`src/kvt_pkg.sv`:
```
// Shared types and constants of the key/value property tokenizer.
// Depends on nothing; every other file of the block imports it.
`default_nettype none
package kvt_pkg;

  // Field widths of a request and a result
  localparam int unsigned CHAR_W    = 8;
  localparam int unsigned OFFSET_W  = 12;
  localparam int unsigned LENGTH_W  = 13;
  localparam int unsigned DCOUNT_W  = 3;
  localparam int unsigned NUM_DELIM = 4;
  localparam int unsigned CFG_IDX_W = 3;
  localparam int unsigned CFG_DATA_W = 8;

  // Separator between key and value
  localparam logic [CHAR_W-1:0] EQ_BYTE = 8'h3D;

  // Register reset values
  localparam logic [DCOUNT_W-1:0] DCOUNT_RESET  = 3'd1;
  localparam logic [CHAR_W-1:0]   DELIM_A_RESET = 8'h0A;

  // Configuration register indexes
  typedef enum logic [CFG_IDX_W-1:0] {
    CFG_DELIM_COUNT = 3'd0,
    CFG_DELIM_A     = 3'd1,
    CFG_DELIM_B     = 3'd2,
    CFG_DELIM_C     = 3'd3,
    CFG_DELIM_D     = 3'd4
  } cfg_reg_t;

  // Scanner phase within a segment
  typedef enum logic [2:0] {
    PH_BETWEEN = 3'd0,
    PH_LEAD    = 3'd1,
    PH_KEY     = 3'd2,
    PH_VLEAD   = 3'd3,
    PH_VALUE   = 3'd4,
    PH_DISCARD = 3'd5
  } phase_t;

  typedef logic [NUM_DELIM-1:0][CHAR_W-1:0] delim_bytes_t;

  // Classification of one byte
  typedef struct packed {
    logic is_delim;
    logic is_ws;
    logic is_eq;
  } byte_class_t;

  // One result
  typedef struct packed {
    logic [OFFSET_W-1:0] key_offset;
    logic [LENGTH_W-1:0] key_length;
    logic                value_present;
    logic [OFFSET_W-1:0] value_offset;
    logic [LENGTH_W-1:0] value_length;
    logic                overflow;
  } token_t;

endpackage
`default_nettype wire

```
`src/kvt_ifs.sv`:
```
// Valid/ready channel interfaces: bytes into the tokenizer, tokens out of it.
// Depends on kvt_pkg for field widths.
`default_nettype none
interface kvt_char_if;
  import kvt_pkg::*;
  logic              valid;
  logic              ready;
  logic [CHAR_W-1:0] char_byte;
  logic              final_byte;

  modport source (output valid, output char_byte, output final_byte, input ready);
  modport sink   (input valid, input char_byte, input final_byte, output ready);
endinterface

interface kvt_token_if;
  import kvt_pkg::*;
  logic                valid;
  logic                ready;
  logic [OFFSET_W-1:0] key_offset;
  logic [LENGTH_W-1:0] key_length;
  logic                value_present;
  logic [OFFSET_W-1:0] value_offset;
  logic [LENGTH_W-1:0] value_length;
  logic                overflow;

  modport source (output valid, output key_offset, output key_length,
                  output value_present, output value_offset, output value_length,
                  output overflow, input ready);
  modport sink   (input valid, input key_offset, input key_length,
                  input value_present, input value_offset, input value_length,
                  input overflow, output ready);
endinterface
`default_nettype wire

```
`src/kvt_byte_class.sv`:
```
// Byte classifier: delimiter match against the enabled registers,
// C-locale whitespace and the '=' separator. Depends on kvt_pkg.
`default_nettype none
module kvt_byte_class (
  input  logic [kvt_pkg::CHAR_W-1:0]   char_byte,
  input  logic [kvt_pkg::DCOUNT_W-1:0] delim_count,
  input  kvt_pkg::delim_bytes_t        delim_bytes,
  output kvt_pkg::byte_class_t         cls
);
  import kvt_pkg::*;

  logic [NUM_DELIM-1:0] hit;

  // Match each delimiter register; a count of four or more enables all of them
  always_comb begin
    for (int i = 0; i < NUM_DELIM; i++) begin
      hit[i] = (delim_count > DCOUNT_W'(i)) && (delim_bytes[i] == char_byte);
    end
  end

  assign cls.is_delim = |hit;
  assign cls.is_ws    = (char_byte == 8'h20) || ((char_byte >= 8'h09) && (char_byte <= 8'h0D));
  assign cls.is_eq    = (char_byte == EQ_BYTE);

endmodule
`default_nettype wire

```
`src/kvt_segment.sv`:
```
// Segment scanner: running position and phase, key/value bounds, and the
// token formed when a segment closes. Depends on kvt_pkg.
`default_nettype none
module kvt_segment #(
  parameter int unsigned MAX_STRING_LENGTH = 4096
) (
  input  logic                 clk,
  input  logic                 rst,
  input  logic                 step,
  input  logic                 last,
  input  kvt_pkg::byte_class_t cls,
  output logic                 emit,
  output kvt_pkg::token_t      token
);
  import kvt_pkg::*;

  localparam int unsigned POS_W = $clog2(MAX_STRING_LENGTH + 1);

  logic [POS_W-1:0] pos, pos_next;
  logic             sat, sat_mid;
  phase_t           phase, phase_mid, phase_next;
  logic [POS_W-1:0] key_begin, key_end, value_begin, value_end;
  logic [POS_W-1:0] kb_mid, ke_mid, vb_mid, ve_mid;
  logic [POS_W-1:0] beg, endp;

  // Advance the position, saturating at capacity
  always_comb begin
    pos_next = pos;
    sat_mid  = sat;
    beg      = pos;
    endp     = pos + 1'b1;
    if (pos >= POS_W'(MAX_STRING_LENGTH)) begin
      sat_mid = 1'b1;
      beg     = POS_W'(MAX_STRING_LENGTH - 1);
      endp    = POS_W'(MAX_STRING_LENGTH);
    end else begin
      pos_next = pos + 1'b1;
    end
  end

  // Update phase and bounds for a non-delimiter byte
  always_comb begin
    phase_mid = phase;
    kb_mid    = key_begin;
    ke_mid    = key_end;
    vb_mid    = value_begin;
    ve_mid    = value_end;
    if (!cls.is_delim) begin
      if (phase_mid == PH_BETWEEN) phase_mid = PH_LEAD;
      case (phase_mid)
        PH_LEAD: begin
          if (cls.is_eq) begin
            phase_mid = PH_DISCARD;
          end else if (!cls.is_ws) begin
            kb_mid    = beg;
            ke_mid    = endp;
            phase_mid = PH_KEY;
          end
        end
        PH_KEY: begin
          if (cls.is_eq) phase_mid = PH_VLEAD;
          else if (!cls.is_ws) ke_mid = endp;
        end
        PH_VLEAD: begin
          if (!cls.is_ws) begin
            vb_mid    = beg;
            ve_mid    = endp;
            phase_mid = PH_VALUE;
          end
        end
        PH_VALUE: begin
          if (!cls.is_ws) ve_mid = endp;
        end
        default: ;
      endcase
    end
  end

  // Next phase: a delimiter closes the segment
  always_comb begin
    phase_next = cls.is_delim ? PH_BETWEEN : phase_mid;
  end

  // Form the token on segment close
  always_comb begin
    emit                = (cls.is_delim || last) &&
                          ((phase_mid == PH_KEY) || (phase_mid == PH_VALUE));
    token.key_offset    = OFFSET_W'(kb_mid);
    token.key_length    = LENGTH_W'(ke_mid - kb_mid);
    token.overflow      = sat_mid;
    token.value_present = 1'b0;
    token.value_offset  = '0;
    token.value_length  = '0;
    if (phase_mid == PH_VALUE) begin
      token.value_present = 1'b1;
      token.value_offset  = OFFSET_W'(vb_mid);
      token.value_length  = LENGTH_W'(ve_mid - vb_mid);
    end
  end

  // Hold state between requests; restart after the final byte
  always_ff @(posedge clk) begin
    if (rst) begin
      pos         <= '0;
      sat         <= 1'b0;
      phase       <= PH_BETWEEN;
      key_begin   <= '0;
      key_end     <= '0;
      value_begin <= '0;
      value_end   <= '0;
    end else if (step) begin
      if (last) begin
        pos         <= '0;
        sat         <= 1'b0;
        phase       <= PH_BETWEEN;
        key_begin   <= '0;
        key_end     <= '0;
        value_begin <= '0;
        value_end   <= '0;
      end else begin
        pos         <= pos_next;
        sat         <= sat_mid;
        phase       <= phase_next;
        key_begin   <= kb_mid;
        key_end     <= ke_mid;
        value_begin <= vb_mid;
        value_end   <= ve_mid;
      end
    end
  end

endmodule
`default_nettype wire

```
`src/kvt_out_stage.sv`:
```
// Result register between the scanner and the token channel; decouples
// acceptance of the next byte from a stalled receiver. Depends on kvt_pkg.
`default_nettype none
module kvt_out_stage (
  input  logic            clk,
  input  logic            rst,
  input  logic            load,
  input  logic            load_valid,
  input  kvt_pkg::token_t load_token,
  output logic            can_load,
  output logic            valid,
  input  logic            ready,
  output kvt_pkg::token_t token
);
  import kvt_pkg::*;

  assign can_load = !valid || ready;

  // Hold the token until taken; refill on every accepted request
  always_ff @(posedge clk) begin
    if (rst) begin
      valid <= 1'b0;
    end else if (load) begin
      valid <= load_valid;
    end else if (ready) begin
      valid <= 1'b0;
    end
  end

  always_ff @(posedge clk) begin
    if (load && load_valid) begin
      token <= load_token;
    end
  end

endmodule
`default_nettype wire

```
`src/key_value_property_tokenizer.sv`:
```
// Key/value property tokenizer, top level.
// Bytes of a property string arrive on the chars channel (valid/ready), with
// final_byte set on the last byte of each string. Runs of the configured
// delimiter bytes split the string into segments; each closing segment that
// holds a non-empty key yields one token on the tokens channel: key offset
// and length, and value offset and length when a non-empty value follows '='.
// Delimiters are set through cfg_we/cfg_index/cfg_data while the block is idle;
// the user must keep to this, as the block does not enforce it. Throughput: one
// byte per cycle; chars.ready stays high while the result register is empty or
// being taken; when the receiver stalls with a token pending, chars.ready drops
// and input waits. Classification and the segment update are one combinational
// pass between the scanner state and the result register, so a token appears
// on tokens in the cycle after its closing byte. Positions saturate at
// MAX_STRING_LENGTH and set overflow. Reset (rst, synchronous) clears the
// scanner to the start of a string, empties the result register and restores
// delimiter count 1, delimiter LF. State also restarts after every final byte.
`default_nettype none
module key_value_property_tokenizer #(
  parameter int unsigned MAX_STRING_LENGTH = 4096
) (
  input  logic                           clk,
  input  logic                           rst,
  input  logic                           cfg_we,
  input  logic [kvt_pkg::CFG_IDX_W-1:0]  cfg_index,
  input  logic [kvt_pkg::CFG_DATA_W-1:0] cfg_data,
  kvt_char_if.sink                       chars,
  kvt_token_if.source                    tokens
);
  import kvt_pkg::*;

  logic [DCOUNT_W-1:0] delim_count;
  delim_bytes_t        delim_bytes;
  byte_class_t         cls;
  logic                step, emit, can_load;
  token_t              seg_token, out_token;

  // Configuration registers
  always_ff @(posedge clk) begin
    if (rst) begin
      delim_count    <= DCOUNT_RESET;
      delim_bytes[0] <= DELIM_A_RESET;
      delim_bytes[1] <= '0;
      delim_bytes[2] <= '0;
      delim_bytes[3] <= '0;
    end else if (cfg_we) begin
      case (cfg_reg_t'(cfg_index))
        CFG_DELIM_COUNT: delim_count    <= cfg_data[DCOUNT_W-1:0];
        CFG_DELIM_A:     delim_bytes[0] <= cfg_data;
        CFG_DELIM_B:     delim_bytes[1] <= cfg_data;
        CFG_DELIM_C:     delim_bytes[2] <= cfg_data;
        CFG_DELIM_D:     delim_bytes[3] <= cfg_data;
        default: ;
      endcase
    end
  end

  // Accept a request whenever the result register can take its outcome
  assign chars.ready = can_load;
  assign step        = chars.valid && can_load;

  kvt_byte_class u_class (
    .char_byte   (chars.char_byte),
    .delim_count (delim_count),
    .delim_bytes (delim_bytes),
    .cls         (cls)
  );

  kvt_segment #(
    .MAX_STRING_LENGTH (MAX_STRING_LENGTH)
  ) u_segment (
    .clk   (clk),
    .rst   (rst),
    .step  (step),
    .last  (chars.final_byte),
    .cls   (cls),
    .emit  (emit),
    .token (seg_token)
  );

  kvt_out_stage u_out (
    .clk        (clk),
    .rst        (rst),
    .load       (step),
    .load_valid (emit),
    .load_token (seg_token),
    .can_load   (can_load),
    .valid      (tokens.valid),
    .ready      (tokens.ready),
    .token      (out_token)
  );

  // Drive the token channel payload
  assign tokens.key_offset    = out_token.key_offset;
  assign tokens.key_length    = out_token.key_length;
  assign tokens.value_present = out_token.value_present;
  assign tokens.value_offset  = out_token.value_offset;
  assign tokens.value_length  = out_token.value_length;
  assign tokens.overflow      = out_token.overflow;

endmodule
`default_nettype wire
```
`src/flat_wrapper.sv`:
```
// flat-port wrapper written by rule: the top's interface ports become plain ports
module key_value_property_tokenizer_flat import kvt_pkg::*;
#(
  parameter int unsigned MAX_STRING_LENGTH = 4096
)
  (clk, rst, cfg_we, cfg_index, cfg_data, chars_valid, chars_char_byte, chars_final_byte, chars_ready, tokens_valid, tokens_key_offset, tokens_key_length, tokens_value_present, tokens_value_offset, tokens_value_length, tokens_overflow, tokens_ready);
  kvt_char_if chars_i ();
  kvt_token_if tokens_i ();
  input  logic clk;
  input  logic rst;
  input  logic cfg_we;
  input  logic [kvt_pkg::CFG_IDX_W-1:0] cfg_index;
  input  logic [kvt_pkg::CFG_DATA_W-1:0] cfg_data;
  input wire logic [$bits(chars_i.valid)-1:0] chars_valid;
  input wire logic [$bits(chars_i.char_byte)-1:0] chars_char_byte;
  input wire logic [$bits(chars_i.final_byte)-1:0] chars_final_byte;
  output wire logic [$bits(chars_i.ready)-1:0] chars_ready;
  output wire logic [$bits(tokens_i.valid)-1:0] tokens_valid;
  output wire logic [$bits(tokens_i.key_offset)-1:0] tokens_key_offset;
  output wire logic [$bits(tokens_i.key_length)-1:0] tokens_key_length;
  output wire logic [$bits(tokens_i.value_present)-1:0] tokens_value_present;
  output wire logic [$bits(tokens_i.value_offset)-1:0] tokens_value_offset;
  output wire logic [$bits(tokens_i.value_length)-1:0] tokens_value_length;
  output wire logic [$bits(tokens_i.overflow)-1:0] tokens_overflow;
  input wire logic [$bits(tokens_i.ready)-1:0] tokens_ready;
  assign chars_i.valid = chars_valid;
  assign chars_i.char_byte = chars_char_byte;
  assign chars_i.final_byte = chars_final_byte;
  assign chars_ready = chars_i.ready;
  assign tokens_valid = tokens_i.valid;
  assign tokens_key_offset = tokens_i.key_offset;
  assign tokens_key_length = tokens_i.key_length;
  assign tokens_value_present = tokens_i.value_present;
  assign tokens_value_offset = tokens_i.value_offset;
  assign tokens_value_length = tokens_i.value_length;
  assign tokens_overflow = tokens_i.overflow;
  assign tokens_i.ready = tokens_ready;
  key_value_property_tokenizer #(.MAX_STRING_LENGTH(MAX_STRING_LENGTH)) u_core (.clk(clk), .rst(rst), .cfg_we(cfg_we), .cfg_index(cfg_index), .cfg_data(cfg_data), .chars(chars_i), .tokens(tokens_i));
endmodule
```
`config.mk`:
```
export PLATFORM = sky130hd
export DESIGN_NAME = key_value_property_tokenizer_flat
export DESIGN_NICKNAME = d
export VERILOG_FILES = /design/src/kvt_pkg.sv /design/src/kvt_ifs.sv /design/src/kvt_byte_class.sv /design/src/kvt_segment.sv /design/src/kvt_out_stage.sv /design/src/key_value_property_tokenizer.sv /design/src/flat_wrapper.sv
export SDC_FILE = /design/constraint.sdc
export NUM_CORES = 1
export LEC_CHECK = 0
export ABC_AREA = 1
export BUFFER_PORTS_ARGS = -buffer_cell sky130_fd_sc_hd__clkbuf_2
export CAP_MARGIN = 20
export CORE_ASPECT_RATIO = 1.75
export CORE_UTILIZATION = 40
export DETAILED_ROUTE_END_ITERATION = 10
export GPL_TIMING_DRIVEN = 0
export HOLD_SLACK_MARGIN = 0.05
export PLACE_DENSITY = 0.6
export SETUP_SLACK_MARGIN = 0.02
export SLEW_MARGIN = 30
export SYNTH_ARGS = -nofsm -noshare
export SYNTH_HDL_FRONTEND = slang
export SYNTH_SLANG_ARGS = --single-unit
```
`constraint.sdc`:
```
create_clock -name clk -period 5.4 [get_ports clk]
set_input_delay 1.08 -clock clk [delete_from_list [all_inputs] [get_ports clk]]
set_output_delay 1.08 -clock clk [all_outputs]
set_load 0.01 [all_outputs]
```
==> summary.md <==
| Metric | Value |
|---|---|
| Post-synth top area share | 0.241 |
| CP max-delay cell | o21ai_0 |
| Vias in the first global route | 7672 |
| Crit path top cell by count | nor2_1 |
| Buf+Inv Stages, Crit Path | 6 |
| Via/cell ratio | 5.07 |
| Ratio of final minimum period to clock period | 0.829 |
| First-pass DRT Iterations | 5 |
| Hold_buf cts | 0 |
| Post-synth EDFFs | between 50 and 60 |
| Clk sinks | roughly 160 |
| PnR worst setup slack | 0.923 ns |
| CTS-repair resized insts | 0 |
| Synth Register Bits | 157 |
| Post-route ant nets | 0 |
| Total GRT Usage | 0.235 |
| Share of cells above drive strength 1 | 0.148 |
| Num CTS Buffers | 17 |
| Iter 0 DRT Violations | 474 |
| Met2 Use GR | 0.464 |
| CP delay by family, top | simple AND/OR/NAND/NOR gates |
| Most instantiated library cell after synthesis | nand2_1 |
| Chip width | 114 µm |
| P per Cell Area | about 280 nW/µm² |
| Cells after DPL | 1573 |
| Worst path max stage delay | 0.32 ns |
| Vias | approximately 8.1k |
| Fill cells | 2250 |
| Largest net degree at the start of global routing | 53 |
| Starting Density | 0.406 |
| Residual DRC | 0 |
| Synth-to-layout area growth | 15.5% |
| Final Slew Violations | 0 |
| Global routing's busiest layer | met2 |
| M3 GR Usage | 0.0331 |
| CTS tree | built |
| Die Ht | 198 µm |
| Syn avg cell area | ~7.2 µm² |
| Most used DFF post-synth | dfxtp_1 |
| Worst Hold Class | reg -> reg |
| Hold_ws | 0.464 ns |
| Status | completed |
| First-pass GRT wire length | 39600 µm |
| Req. time, crit path | 5.60 ns |
| Crit path launch type | input port |
| Post-synthesis cell area | 8740 µm² |
| Core area | 21500 µm² |
| CTS clk-pin slew, worst paths | 0.06 ns |
| Register area share after synthesis | 0.419 |
| Rows | 71 |
| HPWL Detailed | ~20000 µm |
| M1 GR Usage | 0.210 |
| Leak Pwr | 4.26 nW |
| Worst skew pair latency | 0.44 ns |
| Final setup fails | 0 |
| Post-synthesis cell count | around 1.2k |
| Yosys warning total | 0 |
| Root buf cell | clkbuf_16 |
| Postcts setup bufs | 0 |
| Clk_skew | ~0.011 ns |
| Worst Tran Pin Value | 0.673 ns |
| Net Count, Synth | around 1.3k |
| Min Clock Period, post-route | 4.48 ns |
| Worst EP arrival | 4.67 ns |
| Async S/R FF share, synth | 0 |
| Routed length per instance | between 15 and 20 µm |
| Antenna violations before repair | 0 |
| RSZ-0062 raised after global routing | no |
| Setup slack at placement | 0.463 ns |
| Multi-input logic area | 4310 µm² |
| CP Max Fanout | 10 |
| Unique masters post-synth | 43 |
| Total gr overflow | 0 |
| Routability cong. | 0.895 |
| CP endpoint kind | flip-flop |
| Worst-case clock buffer depth | 2 |
| Layout Cells excl Fill | between 1.5k and 2k |
| Worst vdd ir | 0.000194 V |
| # IOs | 79 |
| Ant. Diodes | 0 |
| Top post-synthesis cells by area | dfxtp_1, edfxtp_1, nand2_1 |
| Max_cap viols | 0 |
| Wirelength, routed | 25400 µm |
| Setup TNS | 0 ns |
| Slew headroom | 0.548 |
| Port bufs | 75 |
| FMAX | 0.223 GHz |
| Critical path class | in -> reg |
| Die area | 22500 µm² |
| Nets | 1351 |
| Dpl cell area | 9480 µm² |
| Post-synth top cells | nand2_1, inv_1, a21oi_1 |
| Final Cell Area | 10100 µm² |
| H-tree depth | 4 |
| Cell taking the most area after synthesis | dfxtp_1 |
| Reg area | 3660 µm² |
| Fin. Hold Viols | 0 |
logic make-up (layout without fill, tap and decap cells):
group	after synthesis	count (layout)	synth area share
simple gates	580	580	0.284
compound gates	231	231	0.147
buf+inv	189	296	0.0871
flops	157	157	0.419
fa+ha+maj	26	26	0.0390
xor+xnor	23	23	0.0231
routing by layer:
| layer | vias up | share of wire | wire length [µm] |
|---|---|---|---|
| met5 | - | 0 | 0 |
| met4 | 0 | 0.068 | 1740 |
| met3 | 82 | 0.029 | 741 |
| met2 | 206 | 0.55 | 14100 |
| met1 | 3770 | 0.35 | 8840 |
| li1 | 4082 | - | - |
where the power goes:
group / internal [mW] / switching [mW] / total (mW) / leakage (nW)
registers: 1.26 / 0.0134 / 1.27 / 1.35
clock network: 0.736 / 0.527 / 1.26 / 0.299
logic: 0.106 / 0.230 / 0.337 / 2.61
total: 2.10 / 0.770 / 2.87 / 4.26
registers in the layout, summed over array words and instances, names as in the netlist:
| name | count |
|---|---|
| u_core.u_out.token | 52 |
| u_core.u_segment.pos | 13 |
| u_core.u_segment.value_end | 13 |
| u_core.delim_bytes | 32 |
| u_core.u_out.valid | 1 |
| u_core.u_segment.key_begin | 13 |
| u_core.u_segment.phase | 3 |
| u_core.u_segment.value_begin | 13 |
| u_core.u_segment.key_end | 13 |
| u_core.delim_count | 3 |
| u_core.u_segment.sat | 1 |
cell usage in the layout, fill, tap and decap left out, types with 3 or more instances in the layout:
cell type	netlist	layout
nand2_1	347	347
inv_1	134	133
a21oi_1	117	117
nor2_1	116	116
dfxtp_1	105	105
clkbuf_2	0	75
o21ai_0	68	68
edfxtp_1	52	52
nand3_1	45	45
clkbuf_1	28	28
ha_1	24	24
o21ai_2	17	17
clkbuf_16	0	17
nand4_1	16	16
inv_2	13	13
xor2_1	12	12
nand2_2	12	12
xnor2_1	11	11
o21ai_1	9	9
or2_2	8	8
o211ai_1	7	7
nor2_4	6	6
nor3_1	6	6
inv_6	0	6
nor2_2	5	5
buf_4	4	4
nand2_4	4	4
buf_6	4	4
nand3_2	4	4
nor4_1	4	4
a21oi_2	4	4
buf_2	3	3
and2_1	3	3
inv_4	1	3
bufinv_16	0	3
per-stage QoR:
| stage | power [mW] | util |
|---|---|---|
| floorplan | 1.53 | - |
| global placement | 1.64 | 0.441 |
| detailed placement | 1.64 | 0.441 |
| CTS | 2.90 | 0.469 |
| global route | 2.98 | 0.469 |
| finish | 2.87 | 0.469 |
final timing paths:
path	startpoint	end	slack (ns)	depth (start not counted)
hold / removal	u_core.u_segment.key_end[10]	u_core.u_segment.key_end[10]	0.46	2
setup / recovery	chars_char_byte[3]	u_core.u_out.token[10]	0.92	27
setup reg to reg	u_core.delim_count[2]	u_core.u_out.token[11]	1.40	26
hold reg to reg	u_core.u_segment.key_end[10]	u_core.u_segment.key_end[10]	0.46	2
worst reg2reg max path, cell delays in order (launching register included):
cell	delay [ns]
dfxtp_1	0.30
inv_1	0.10
nand2_1	0.11
nor2_1	0.15
nor2_1	0.07
nand3_1	0.08
nor2_1	0.06
nor2_2	0.16
nand2_4	0.12
nor2_4	0.28
buf_4	0.22
nand2_1	0.05
o21ai_0	0.12
inv_1	0.14
ha_1	0.24
fa_1	0.37
inv_1	0.11
nand3_1	0.08
nand2_1	0.12
nand2_1	0.06
inv_1	0.07
o21ai_0	0.11
nand2_1	0.12
a31oi_1	0.12
o21ai_0	0.21
xnor2_1	0.14
nor2_1	0.05
layout make-up:
cell class / instances / area share
Multi-Input combinational cell: 860 / 0.428
Sequential cell: 157 / 0.363
Inverter: 148 / 0.0556
Clock buffer: 17 / 0.0422
Timing Repair Buffer: 75 / 0.0372
Tap cell: 292 / 0.0362
Buffer: 41 / 0.0201
Clock inverter: 15 / 0.0180
Power figures use the tool's default switching activity.
